## src/rtl/cdr_pkg.sv

```systemverilog
// shared types and constants for the streaming convolution block
`timescale 1ns / 1ps
`default_nettype none

package cdr_pkg;

    // configuration register geometry
    localparam int WROW_W    = 40;
    localparam int NUM_WROWS = 5;
    localparam int BIAS_W    = 32;
    localparam int DIM_W     = 7;
    localparam int CFG_IDX_W = 3;

    localparam logic [CFG_IDX_W-1:0] CFG_WEIGHT_ROW0 = 3'd0;
    localparam logic [CFG_IDX_W-1:0] CFG_WEIGHT_ROW1 = 3'd1;
    localparam logic [CFG_IDX_W-1:0] CFG_WEIGHT_ROW2 = 3'd2;
    localparam logic [CFG_IDX_W-1:0] CFG_WEIGHT_ROW3 = 3'd3;
    localparam logic [CFG_IDX_W-1:0] CFG_WEIGHT_ROW4 = 3'd4;
    localparam logic [CFG_IDX_W-1:0] CFG_BIAS_VALUE  = 3'd5;
    localparam logic [CFG_IDX_W-1:0] CFG_IMAGE_DIM   = 3'd6;

    localparam logic [DIM_W-1:0] IMAGE_DIM_RESET = 7'd28;

    // arithmetic widths, sized for kernels up to 5x5
    localparam int PROD_W = 17;
    localparam int CSUM_W = 20;
    localparam int ACC_W  = 34;

    // result queue
    localparam int FIFO_AW    = 3;
    localparam int FIFO_DEPTH = 2 ** FIFO_AW;

    localparam logic [7:0] OUT_MAX = 8'd255;

    typedef logic [7:0]               pix_t;
    typedef logic signed [7:0]        wgt_t;
    typedef logic signed [PROD_W-1:0] prod_t;
    typedef logic signed [CSUM_W-1:0] csum_t;
    typedef logic signed [ACC_W-1:0]  acc_t;

    typedef struct packed {
        logic [7:0] value;
        logic       last;
    } res_t;

endpackage

`default_nettype wire

```

## src/rtl/cdr_ram.sv

```systemverilog
// generic simple dual-port ram with registered read
`timescale 1ns / 1ps
`default_nettype none

module cdr_ram #(
    parameter int WIDTH = 8,
    parameter int DEPTH = 64
) (
    input  wire logic                     clk,
    input  wire logic                     wr_en,
    input  wire logic [$clog2(DEPTH)-1:0] wr_addr,
    input  wire logic [WIDTH-1:0]         wr_data,
    input  wire logic                     rd_en,
    input  wire logic [$clog2(DEPTH)-1:0] rd_addr,
    output logic      [WIDTH-1:0]         rd_data
);

    logic [WIDTH-1:0] mem_reg [DEPTH];
    logic [WIDTH-1:0] rd_data_reg;

    always_ff @(posedge clk)
    begin
        if (wr_en)
        begin
            mem_reg[wr_addr] <= wr_data;
        end
        if (rd_en)
        begin
            rd_data_reg <= mem_reg[rd_addr];
        end
    end

    assign rd_data = rd_data_reg;

endmodule

`default_nettype wire

```

## src/rtl/cdr_cell.sv

```systemverilog
// one window column: holds kernel-height pixels, multiplies by its weight column
`timescale 1ns / 1ps
`default_nettype none

module cdr_cell #(
    parameter int KERNEL_DIM = 3
) (
    input  wire logic         clk,
    input  wire logic         shift,
    input  cdr_pkg::pix_t     col_in  [KERNEL_DIM],
    input  cdr_pkg::wgt_t     wgt     [KERNEL_DIM],
    output cdr_pkg::pix_t     col_out [KERNEL_DIM],
    output cdr_pkg::csum_t    sum
);

    cdr_pkg::pix_t  col_reg  [KERNEL_DIM];
    cdr_pkg::prod_t prod_reg [KERNEL_DIM];
    cdr_pkg::prod_t prod_next [KERNEL_DIM];
    cdr_pkg::csum_t sum_reg;
    cdr_pkg::csum_t sum_next;

    // column moves one place along the row of cells on every pixel transfer
    always_ff @(posedge clk)
    begin
        if (shift)
        begin
            col_reg <= col_in;
        end
    end

    always_comb
    begin
        for (int k = 0; k < KERNEL_DIM; k++)
        begin
            prod_next[k] = cdr_pkg::PROD_W'($signed({1'b0, col_reg[k]}))
                           * cdr_pkg::PROD_W'(wgt[k]);
        end
    end

    always_comb
    begin
        sum_next = '0;
        for (int k = 0; k < KERNEL_DIM; k++)
        begin
            sum_next = sum_next + cdr_pkg::CSUM_W'(prod_reg[k]);
        end
    end

    always_ff @(posedge clk)
    begin
        prod_reg <= prod_next;
        sum_reg  <= sum_next;
    end

    assign col_out = col_reg;
    assign sum     = sum_reg;

endmodule

`default_nettype wire

```

## src/rtl/cdr_out_fifo.sv

```systemverilog
// small result queue between the arithmetic pipeline and the output channel
`timescale 1ns / 1ps
`default_nettype none

module cdr_out_fifo (
    input  wire logic          clk,
    input  wire logic          rst_n,
    input  wire logic          push,
    input  cdr_pkg::res_t      push_item,
    input  wire logic          stall,
    output logic               valid,
    output cdr_pkg::res_t      item
);

    cdr_pkg::res_t                  mem_reg [cdr_pkg::FIFO_DEPTH];
    logic [cdr_pkg::FIFO_AW-1:0]    wr_ptr_reg;
    logic [cdr_pkg::FIFO_AW-1:0]    rd_ptr_reg;
    logic [cdr_pkg::FIFO_AW:0]      cnt_reg;
    logic [cdr_pkg::FIFO_AW:0]      cnt_next;
    logic                           pop;

    assign valid = (cnt_reg != '0);
    assign pop   = valid & ~stall;
    assign item  = mem_reg[rd_ptr_reg];

    always_comb
    begin
        cnt_next = cnt_reg;
        if (push && !pop)
        begin
            cnt_next = cnt_reg + 1'b1;
        end
        else if (pop && !push)
        begin
            cnt_next = cnt_reg - 1'b1;
        end
    end

    always_ff @(posedge clk)
    begin
        if (push)
        begin
            mem_reg[wr_ptr_reg] <= push_item;
        end
    end

    // upstream credit count keeps pushes from ever hitting a full queue
    always_ff @(posedge clk or negedge rst_n)
    begin
        if (!rst_n)
        begin
            wr_ptr_reg <= '0;
            rd_ptr_reg <= '0;
            cnt_reg    <= '0;
        end
        else
        begin
            if (push)
            begin
                wr_ptr_reg <= wr_ptr_reg + 1'b1;
            end
            if (pop)
            begin
                rd_ptr_reg <= rd_ptr_reg + 1'b1;
            end
            cnt_reg <= cnt_next;
        end
    end

endmodule

`default_nettype wire

```

## src/rtl/conv2d_relu_descale.sv

```systemverilog
// streaming kxk convolution with relu, divide by 256 and clamp to one byte
// a result passes input, column, product, column-sum and accumulator registers, then the queue
// throughput: one pixel per cycle while src_stall is low, set by the row of window cells shifting once per transfer
// up to 8 results may be outstanding; pixel input stalls while 8 are in flight or queued
// reset clears counters, pipeline tags and result queue, and loads register defaults
// line buffer rams are not cleared; only entries already written feed an emitted result
`timescale 1ns / 1ps
`default_nettype none

module conv2d_relu_descale #(
    parameter int KERNEL_DIM    = 3,
    parameter int MAX_IMAGE_DIM = 64
) (
    input  wire logic                              clk,
    input  wire logic                              rst_n,
    input  wire logic                              cfg_we,
    input  wire logic [cdr_pkg::CFG_IDX_W-1:0]     cfg_index,
    input  wire logic [cdr_pkg::WROW_W-1:0]        cfg_data,
    input  wire logic                              src_valid,
    output logic                                   src_stall,
    input  wire logic [7:0]                        pixel,
    input  wire logic                              frame_start,
    output logic                                   res_valid,
    input  wire logic                              res_stall,
    output logic [7:0]                             out_value,
    output logic                                   last_of_image
);

    localparam int CW     = $clog2(MAX_IMAGE_DIM);
    localparam int DW     = $clog2(MAX_IMAGE_DIM + 1);
    localparam int SW     = $clog2(KERNEL_DIM);
    localparam int EW     = (DW > cdr_pkg::DIM_W) ? DW : cdr_pkg::DIM_W;
    localparam int STAGES = 5;

    typedef struct packed {
        logic emit;
        logic last;
    } tag_t;

    // configuration registers
    logic [cdr_pkg::WROW_W-1:0] weight_reg [cdr_pkg::NUM_WROWS];
    logic [cdr_pkg::BIAS_W-1:0] bias_reg;
    logic [cdr_pkg::DIM_W-1:0]  image_dim_reg;

    // position counters
    logic [CW-1:0] col_reg;
    logic [CW-1:0] row_reg;
    logic [SW-1:0] slot_reg;
    logic [CW-1:0] col_next;
    logic [CW-1:0] row_next;
    logic [SW-1:0] slot_next;
    logic [CW-1:0] col_cur;
    logic [CW-1:0] row_cur;
    logic [SW-1:0] slot_cur;
    logic [DW-1:0] col_x;
    logic [DW-1:0] row_x;
    logic [DW-1:0] col_inc;
    logic [DW-1:0] row_inc;
    logic [DW-1:0] dim_d;
    logic [EW-1:0] dim_ext;
    logic          accept;
    logic          win_emit;
    logic          win_last;

    // first stage after transfer
    logic          a_valid_reg;
    cdr_pkg::pix_t a_pixel_reg;
    logic [SW-1:0] a_slot_reg;
    tag_t          tag_pipe_reg [STAGES];

    cdr_pkg::pix_t  bank_rd   [KERNEL_DIM];
    cdr_pkg::pix_t  chain_col [KERNEL_DIM+1][KERNEL_DIM];
    cdr_pkg::wgt_t  cell_wgt  [KERNEL_DIM][KERNEL_DIM];
    cdr_pkg::csum_t cell_sum  [KERNEL_DIM];

    cdr_pkg::acc_t  acc_reg;
    cdr_pkg::acc_t  acc_next;
    cdr_pkg::res_t  res_item;
    cdr_pkg::res_t  head_item;

    logic [cdr_pkg::FIFO_AW:0] pend_reg;
    logic [cdr_pkg::FIFO_AW:0] pend_next;
    logic                      res_xfer;

    // configuration writes
    always_ff @(posedge clk or negedge rst_n)
    begin
        if (!rst_n)
        begin
            for (int i = 0; i < cdr_pkg::NUM_WROWS; i++)
            begin
                weight_reg[i] <= '0;
            end
            bias_reg      <= '0;
            image_dim_reg <= cdr_pkg::IMAGE_DIM_RESET;
        end
        else if (cfg_we)
        begin
            unique case (cfg_index)
                cdr_pkg::CFG_WEIGHT_ROW0: weight_reg[0] <= cfg_data;
                cdr_pkg::CFG_WEIGHT_ROW1: weight_reg[1] <= cfg_data;
                cdr_pkg::CFG_WEIGHT_ROW2: weight_reg[2] <= cfg_data;
                cdr_pkg::CFG_WEIGHT_ROW3: weight_reg[3] <= cfg_data;
                cdr_pkg::CFG_WEIGHT_ROW4: weight_reg[4] <= cfg_data;
                cdr_pkg::CFG_BIAS_VALUE:  bias_reg <= cfg_data[cdr_pkg::BIAS_W-1:0];
                cdr_pkg::CFG_IMAGE_DIM:   image_dim_reg <= cfg_data[cdr_pkg::DIM_W-1:0];
                default:                  ;
            endcase
        end
    end

    // effective side length: oversize saturates, zero acts as one
    always_comb
    begin
        dim_ext = EW'(image_dim_reg);
        if (dim_ext > EW'(MAX_IMAGE_DIM))
        begin
            dim_d = DW'(MAX_IMAGE_DIM);
        end
        else if (image_dim_reg == '0)
        begin
            dim_d = DW'(1);
        end
        else
        begin
            dim_d = DW'(image_dim_reg);
        end
    end

    assign src_stall = (pend_reg == (cdr_pkg::FIFO_AW + 1)'(cdr_pkg::FIFO_DEPTH));
    assign accept    = src_valid & ~src_stall;

    assign col_cur  = frame_start ? '0 : col_reg;
    assign row_cur  = frame_start ? '0 : row_reg;
    assign slot_cur = frame_start ? '0 : slot_reg;
    assign col_x    = DW'(col_cur);
    assign row_x    = DW'(row_cur);
    assign col_inc  = col_x + DW'(1);
    assign row_inc  = row_x + DW'(1);

    assign win_emit = (dim_d >= DW'(KERNEL_DIM)) && (row_x < dim_d) && (col_x < dim_d)
                      && (row_x >= DW'(KERNEL_DIM - 1)) && (col_x >= DW'(KERNEL_DIM - 1));
    assign win_last = (row_x == dim_d - DW'(1)) && (col_x == dim_d - DW'(1));

    // slot tracks row modulo kernel height, i.e. which line buffer bank gets this row
    always_comb
    begin
        col_next  = CW'(col_inc);
        row_next  = row_cur;
        slot_next = slot_cur;
        if (col_inc >= dim_d)
        begin
            col_next = '0;
            if (row_inc >= dim_d)
            begin
                row_next  = '0;
                slot_next = '0;
            end
            else
            begin
                row_next  = CW'(row_inc);
                slot_next = (slot_cur == SW'(KERNEL_DIM - 1)) ? '0 : slot_cur + 1'b1;
            end
        end
    end

    always_ff @(posedge clk or negedge rst_n)
    begin
        if (!rst_n)
        begin
            col_reg     <= '0;
            row_reg     <= '0;
            slot_reg    <= '0;
            a_valid_reg <= 1'b0;
            for (int s = 0; s < STAGES; s++)
            begin
                tag_pipe_reg[s] <= '0;
            end
        end
        else
        begin
            if (accept)
            begin
                col_reg  <= col_next;
                row_reg  <= row_next;
                slot_reg <= slot_next;
            end
            a_valid_reg          <= accept;
            tag_pipe_reg[0].emit <= accept & win_emit;
            tag_pipe_reg[0].last <= win_last;
            for (int s = 1; s < STAGES; s++)
            begin
                tag_pipe_reg[s] <= tag_pipe_reg[s-1];
            end
        end
    end

    always_ff @(posedge clk)
    begin
        if (accept)
        begin
            a_pixel_reg <= pixel;
            a_slot_reg  <= slot_cur;
        end
    end

    // line buffer banks, one per kernel row slot
    for (genvar b = 0; b < KERNEL_DIM; b++)
    begin : g_bank
        cdr_ram #(
            .WIDTH (8),
            .DEPTH (MAX_IMAGE_DIM)
        ) u_bank (
            .clk     (clk),
            .wr_en   (accept && (slot_cur == SW'(b))),
            .wr_addr (col_cur),
            .wr_data (pixel),
            .rd_en   (accept),
            .rd_addr (col_cur),
            .rd_data (bank_rd[b])
        );
    end

    // assemble the new window column, oldest row first, current pixel at the bottom
    always_comb
    begin
        int            idx;
        logic [SW-1:0] sel;
        for (int kr = 0; kr < KERNEL_DIM; kr++)
        begin
            idx = int'(a_slot_reg) + 1 + kr;
            if (idx >= KERNEL_DIM)
            begin
                idx = idx - KERNEL_DIM;
            end
            sel = SW'(idx);
            if (kr == KERNEL_DIM - 1)
            begin
                chain_col[KERNEL_DIM][kr] = a_pixel_reg;
            end
            else
            begin
                chain_col[KERNEL_DIM][kr] = bank_rd[sel];
            end
        end
    end

    always_comb
    begin
        for (int j = 0; j < KERNEL_DIM; j++)
        begin
            for (int kr = 0; kr < KERNEL_DIM; kr++)
            begin
                cell_wgt[j][kr] = weight_reg[kr][8*j +: 8];
            end
        end
    end

    // row of window cells; cell j holds window column j
    for (genvar j = 0; j < KERNEL_DIM; j++)
    begin : g_cell
        cdr_cell #(
            .KERNEL_DIM (KERNEL_DIM)
        ) u_cell (
            .clk     (clk),
            .shift   (a_valid_reg),
            .col_in  (chain_col[j+1]),
            .wgt     (cell_wgt[j]),
            .col_out (chain_col[j]),
            .sum     (cell_sum[j])
        );
    end

    always_comb
    begin
        acc_next = cdr_pkg::ACC_W'($signed(bias_reg));
        for (int j = 0; j < KERNEL_DIM; j++)
        begin
            acc_next = acc_next + cdr_pkg::ACC_W'(cell_sum[j]);
        end
    end

    always_ff @(posedge clk)
    begin
        acc_reg <= acc_next;
    end

    // relu, divide by 256, clamp
    always_comb
    begin
        res_item.last = tag_pipe_reg[STAGES-1].last;
        if (acc_reg[cdr_pkg::ACC_W-1] || (acc_reg == '0))
        begin
            res_item.value = '0;
        end
        else if (|acc_reg[cdr_pkg::ACC_W-2:16])
        begin
            res_item.value = cdr_pkg::OUT_MAX;
        end
        else
        begin
            res_item.value = acc_reg[15:8];
        end
    end

    cdr_out_fifo u_out_fifo (
        .clk       (clk),
        .rst_n     (rst_n),
        .push      (tag_pipe_reg[STAGES-1].emit),
        .push_item (res_item),
        .stall     (res_stall),
        .valid     (res_valid),
        .item      (head_item)
    );

    assign out_value     = head_item.value;
    assign last_of_image = head_item.last;

    // credits: windows accepted but not yet transferred out
    assign res_xfer = res_valid & ~res_stall;

    always_comb
    begin
        pend_next = pend_reg;
        if ((accept && win_emit) && !res_xfer)
        begin
            pend_next = pend_reg + 1'b1;
        end
        else if (!(accept && win_emit) && res_xfer)
        begin
            pend_next = pend_reg - 1'b1;
        end
    end

    always_ff @(posedge clk or negedge rst_n)
    begin
        if (!rst_n)
        begin
            pend_reg <= '0;
        end
        else
        begin
            pend_reg <= pend_next;
        end
    end

endmodule

`default_nettype wire
```

## config.mk

```make
export PLATFORM = sky130hd
export DESIGN_NAME = conv2d_relu_descale
export DESIGN_NICKNAME = d
export VERILOG_FILES = /design/src/rtl/cdr_pkg.sv /design/src/rtl/cdr_ram.sv /design/src/rtl/cdr_cell.sv /design/src/rtl/cdr_out_fifo.sv /design/src/rtl/conv2d_relu_descale.sv
export SDC_FILE = /design/constraint.sdc
export NUM_CORES = 2
export LEC_CHECK = 0
export ABC_AREA = 1
export BUFFER_PORTS_ARGS = -buffer_cell sky130_fd_sc_hd__clkbuf_2
export CAP_MARGIN = 25
export CORE_ASPECT_RATIO = 1.5
export CORE_MARGIN = 5
export CORE_UTILIZATION = 60
export CTS_CLUSTER_DIAMETER = 40
export DETAILED_ROUTE_END_ITERATION = 7
export MAX_ROUTING_LAYER = met4
export PLACE_DENSITY = 0.75
export SYNTH_ARGS = -nofsm -noshare
export SYNTH_HDL_FRONTEND = slang
export SYNTH_HIERARCHICAL = 1
export SYNTH_SLANG_ARGS = --single-unit
```

## constraint.sdc

```tcl
create_clock -name clk -period 12.4 [get_ports clk]
set_input_delay 0.62 -clock clk [delete_from_list [all_inputs] [get_ports clk]]
set_output_delay 0.62 -clock clk [all_outputs]
set_load 0.01 [all_outputs]
```

* Word level (Yosys, flattened, before mapping) *
Memories as Yosys holds them, arrays and structs flattened. A register that Yosys moved wholly into a read port is not among the register bits.
Index checks and enable logic that the tools add are counted.

storage, ports and cells
  input bits = 57
  output and inout port bits = 11
  flip-flop bits (word level) = 479
  logic and storage cells = 174
  bits in writable memories = 1608
  memories kept = 4

memories
  memory                    depth  bits a word  read ports  clocked after Yosys merged registers in  wr ports  line                RTL
  g_bank[0].u_bank.mem_reg  64     8            1           1                                        1         cdr_ram.sv:18       logic [WIDTH-1:0] mem_reg [DEPTH];
  g_bank[1].u_bank.mem_reg  64     8            1           1                                        1         cdr_ram.sv:18
  g_bank[2].u_bank.mem_reg  64     8            1           1                                        1         cdr_ram.sv:18
  u_out_fifo.mem_reg        8      9            1           0                                        1         cdr_out_fifo.sv:15  cdr_pkg::res_t mem_reg [cdr_pkg::FIFO_DEPTH];

operators by class
  mux-type cells = 33
  $lt $le $gt $ge = 12
  bitwise operators = 7
  equal/unequal tests = 9
  add/sub/neg operators = 23
  reduce and logical (&&, ||, !) cells = 30
  $mul = 9

operator list
  cell                                                                number
  multiplier 9 x 8 -> 17 bit                                          9
  adder 18 x 17 -> 19 bit                                             3
  adder 17 x 17 -> 18 bit                                             3
  2-to-1 mux 8 bit                                                    6
  adder 33 x 20 -> 34 bit                                             1
  adder 34 x 20 -> 34 bit                                             1
  logical NOT 34 bit                                                  1
  adder 32 x 20 -> 33 bit                                             1
  binary-select mux 8 bit (select 2 bit)                              2
  2-to-1 mux 6 bit                                                    5
  OR reduction 17 bit                                                 1
  2-to-1 mux 4 bit                                                    4
  adder 6 x 1 -> 7 bit (second input constant)                        2
  equality test 6 x 7 -> 1 bit                                        2
  greater-or-equal comparator 7 bit                                   2
  less-than comparator 6 x 7 -> 1 bit                                 2
  2-to-1 mux 7 bit                                                    2
  logical AND 1 bit                                                   13
  greater-or-equal comparator 6 x 2 -> 1 bit (second input constant)  2
  2-to-1 mux 2 bit                                                    6
  AND reduction 2 bit                                                 5
  adder 4 x 1 -> 4 bit (second input constant)                        2
  2-to-1 mux 1 bit                                                    8
  subtractor 4 x 1 -> 4 bit (second input constant)                   2
  27 further kinds                                                    38

* Longest topological paths before layout *
  depth after elaboration = 13
  depth in mapped cells = 22
  depth with buffers taken out = 21

* Cells and area by module *
The synthesis kept the hierarchy.

modules (own cells, without submodules)
  module                        cells an instance  area each (µm²)  sequential area each (µm²)  instances
  cdr_ram                       1805               21419.3          15615.0                     3
  conv2d_relu_descale           1321               11292.1          4488.1                      1
  cdr_cell at g_cell[1].u_cell  1316               10546.4          2122.0                      1
  cdr_cell at g_cell[2].u_cell  1320               10515.1          2122.0                      1
  cdr_cell at g_cell[0].u_cell  1314               10508.8          2122.0                      1
  cdr_out_fifo                  316                3503.4           2412.3                      1

* Least setup slack after synthesis *
OpenSTA, ideal clock, no wires.

  kind = reg2reg
  start = register weight_reg, in the netlist cell_wgt[63]
  end = register g_cell[0].u_cell/prod_reg[31] in the netlist's numbering
  path buffers = 0
  slack = 8.280 ns
  library setup time = 0.112 ns
  cell stages (with the launch flop) = 19
  clock period less this slack = 4.120 ns
  arrival time = 4.008 ns
  cells stage by stage = dfrtp_1 -> clkinv_1 -> or2_2 -> fa_1 -> fa_1 -> inv_1 -> fa_1 -> inv_1 -> fa_1 -> inv_1 -> ha_1 -> a21oi_1 -> o21ai_2 -> nand2_1 -> nand2_2 -> nand2_2 -> nand2_1 -> nand2_1 -> nand2_1

RTL lines
  element                 line                       RTL
  start: declaration      conv2d_relu_descale.sv:41  logic [cdr_pkg::WROW_W-1:0] weight_reg [cdr_pkg::NUM_WROWS];
  end signal: assignment  cdr_cell.sv:51             prod_reg <= prod_next;
  end: declaration        cdr_cell.sv:17             cdr_pkg::prod_t prod_reg [KERNEL_DIM];

==> flow_metrics.env <==
export IMPL_slew_headroom_pct=27.1
export IMPL_clock_fmax_ghz=0.209
export IMPL_syn_to_final_growth_pct=7.41
export IMPL_post_cts_setup_buffers=0
export IMPL_ir_drop_v=0.000415
export IMPL_cts_buffer_depth=4
export IMPL_io_buffers=59
export IMPL_cts_max_level=4
export IMPL_yosysTopAreaCell="edfxtp_1"
export IMPL_power_density_mw_per_mm2=264
export IMPL_total_power_mw=31.4
export IMPL_finalMaxSlewViolations=0
export IMPL_rr_endpoint="g_cell[0].u_cell/prod_reg[29]"
export IMPL_antenna_found_initial=6
export IMPL_ys_ff_latch=2108
export IMPL_syn_nets=12000
export IMPL_final_common_cell="nand2_1"
export IMPL_die_w_um=361
export IMPL_firstDrtPassIters=7
export IMPL_synth_top_family_by_area="simple AND/OR/NAND/NOR gates"
export IMPL_reg2reg_setup_slack_ns=7.61
export IMPL_ioPinCount=68
export IMPL_route_detailed_drc=0
export IMPL_wl_per_cell_um=19.8
export IMPL_layout_drive_gt1_share_pct=5.52
export IMPL_vias=75900
export IMPL_ys_seq_area_share_pct=54.3
export IMPL_final_cell_area_sq_mm=0.119
export IMPL_synth_fa_ha_area_share_pct=14.0
export IMPL_fp_dieArea_sq_mm=0.193
export IMPL_fin_crit_ns=4.79
export IMPL_viasPerCell=5.63
export IMPL_fin_crit_sh_pct=38.6
export IMPL_synthCells=11000
export IMPL_cp_data_required_time_ns=13.10
export IMPL_clk_pin_slew_ns=0.06
export IMPL_synth_xor_area_share_pct=1.02
export IMPL_cts_tree="built"
export IMPL_drv_cap=0
export IMPL_cts_root_buf="clkbuf_16"
export IMPL_outcome="complete, no violations"
export IMPL_synthMuxAreaShare_pct=0.0814
export IMPL_syn_area_sq_mm=0.111
export IMPL_synth_area_leaders="edfxtp_1 47%, nand2_1 11%, fa_1 8.2%, nand3_1 6.6%, ha_1 5.8%"
export IMPL_groute_usage_overall_pct=28.1
export IMPL_ys_types=54
export IMPL_hold_viol=0
export IMPL_nNetsFinal=11900
export IMPL_drt_wl_total_um=266000
export IMPL_hold_path_class="in2async"
export IMPL_initial_core_util_pct=60.1
export IMPL_gp_congestion=0.961
export IMPL_placed_cell_area_sq_mm=0.112
export IMPL_synth_compound_area_share_pct=2.52
export IMPL_syn_area_per_cell_sq_um=10.1
export IMPL_critPathArrivalTime_ns=5.49
export IMPL_core_sq_mm=0.184
export IMPL_place_hpwl_um=179000
export IMPL_worst_r2r_cell_count=15
export IMPL_cts_inserted_buffers=216
export IMPL_rsz0062_at_grt="false"
export IMPL_crit_path_end_kind="flip-flop"
export IMPL_critical_path_startpoint_type="flip-flop"
export IMPL_fillers=14200
export IMPL_grt_max_degree=200
export IMPL_gr_total_overflow=0
export IMPL_r2r_start="cell_wgt[63]"
export IMPL_yosys_area_top_type_share_pct=46.5
export IMPL_die_y_um=536
export IMPL_clock_latency_ns=0.89
export IMPL_worstSetupPathType="reg2reg"
export IMPL_cts_sinks=2108
export IMPL_grt_pass1_wl_um=416000
export IMPL_ant_nets=0
export IMPL_leakagePower_nw=52.1
export IMPL_yosys_area_share_simple_pct=20.9
export IMPL_mostFrequentLayoutCells="3,332 x nand2_1, 1,714 x edfxtp_1, 1,467 x nand3_1"
export IMPL_grt_pass1_vias=76700
export IMPL_drtIter0Drc=6714
export IMPL_tns_ns=0
export IMPL_largest_reg_flops=1536
export IMPL_crit_start="cell_wgt[63]"
export IMPL_fin_skew_ns=0.0635
export IMPL_synth_warning_count=6
export IMPL_crit_path_max_fanout=9
export IMPL_setup_viol=0
export IMPL_fp_row_count=193
export IMPL_max_slew_worst_pin_slew_ns=1.08
worst max path at each step:
stage / endpoint / cells after the start / slack, ns
floorplan: g_cell[0].u_cell/prod_reg[31] / 18 / 8.28
global route: g_cell[0].u_cell/prod_reg[29] / 15 / 7.44
finish: g_cell[0].u_cell/prod_reg[29] / 15 / 7.61
detailed placement: g_bank[1].u_bank/rd_data[7] / 13 / 7.08
global placement: g_bank[1].u_bank/rd_data[7] / 13 / 7.10
CTS: g_cell[0].u_cell/prod_reg[29] / 15 / 7.61
cell usage after synthesis, drive strengths merged:
| cell type | instances |
|---|---|
| o211ai | 5 |
| clkbuf | 206 |
| nand4 | 69 |
| buf | 314 |
| fa | 454 |
| nor3b | 1 |
| xnor2 | 36 |
| a31oi | 14 |
| nor2 | 483 |
| a21boi | 3 |
| and2 | 7 |
| nor4 | 31 |
| o21a | 9 |
| nand3b | 1 |
| clkinv | 10 |
| or2 | 34 |
| dfxtp | 244 |
| dfrtp | 147 |
| o22ai | 1 |
| nand2 | 3365 |
| inv | 1246 |
| ha | 510 |
| and3 | 2 |
| a21oi | 184 |
| o21ai | 265 |
| nor3 | 36 |
| nand3 | 1472 |
| o2111ai | 3 |
| and3b | 1 |
| dfstp | 3 |
| xor2 | 93 |
| a21o | 14 |
| o21bai | 17 |
| mux2 | 8 |
| edfxtp | 1714 |
cell families after synthesis:
kind of cell    count (synthesis)
simple gates                 5502
flops                        2108
xor+xnor                      129
fa+ha+maj                     964
compound gates                515
mux                             8
buf+inv                      1776
power by group:
part           switching, mW  leakage (nW)  total, mW  internal (mW)
logic                   10.2          29.4       15.7           5.46
registers              0.822          19.4       9.40           8.58
clock network           2.76          3.37       6.33           3.57
worst max-delay path, stage by stage (launching register included):
cell and delay [ns]:
dfrtp_1 0.41, clkinv_1 0.30, or2_2 0.40, fa_1 0.51, fa_1 0.55, inv_1 0.06
fa_1 0.55, inv_1 0.07, fa_1 0.58, inv_1 0.05, ha_1 0.36, nand2_1 0.10
o21ai_2 0.24, nand3_1 0.11, nand2_1 0.09, xor2_1 0.30
area by class of cell:
| class | count | area [sq um] | area share [%] |
|---|---|---|---|
| Timing Repair Buffer | 156 | 1300 | 1.09 |
| Antenna cell | 5 | 12.5 | 0.0105 |
| Tap cell | 2437 | 3050 | 2.57 |
| Inverter | 1256 | 4750 | 4.00 |
| Clock inverter | 130 | 1260 | 1.06 |
| Multi-Input combinational cell | 7118 | 42600 | 35.9 |
| Clock buffer | 262 | 5700 | 4.80 |
| Sequential cell | 2108 | 60100 | 50.6 |
through the flow:
stage / utilization [%] / cells / worst slack [ns] / hold slack [ns]
3_3_place_gp: 60.6 / 13100 / 7.10 / 0.336
6_report: 64.6 / 13500 / 7.61 / 0.147
4_1_cts: 64.5 / 13500 / 7.61 / 0.110
5_1_grt: 64.6 / 13500 / 7.44 / 0.134
3_5_place_dp: 60.6 / 13100 / 7.08 / 0.336
2_1_floorplan: - / 11000 / 8.28 / 0.324
layer usage:
metal,wire length (um),global-route usage (%),vias up
met5,0,-,-
met4,15900,15.1,0
met3,16200,3.10,729
met2,139000,49.5,2787
met1,95600,31.7,36600
li1,-,-,35800
timing repair:
item / CTS / global route
endpoints found under the setup margin: 0 / 0
endpoints found under the hold margin: 97 / 0
gates resized for setup: 0 / 0
hold buffers: 9 / 0
Note: power is estimated with default switching activity, not from simulation.
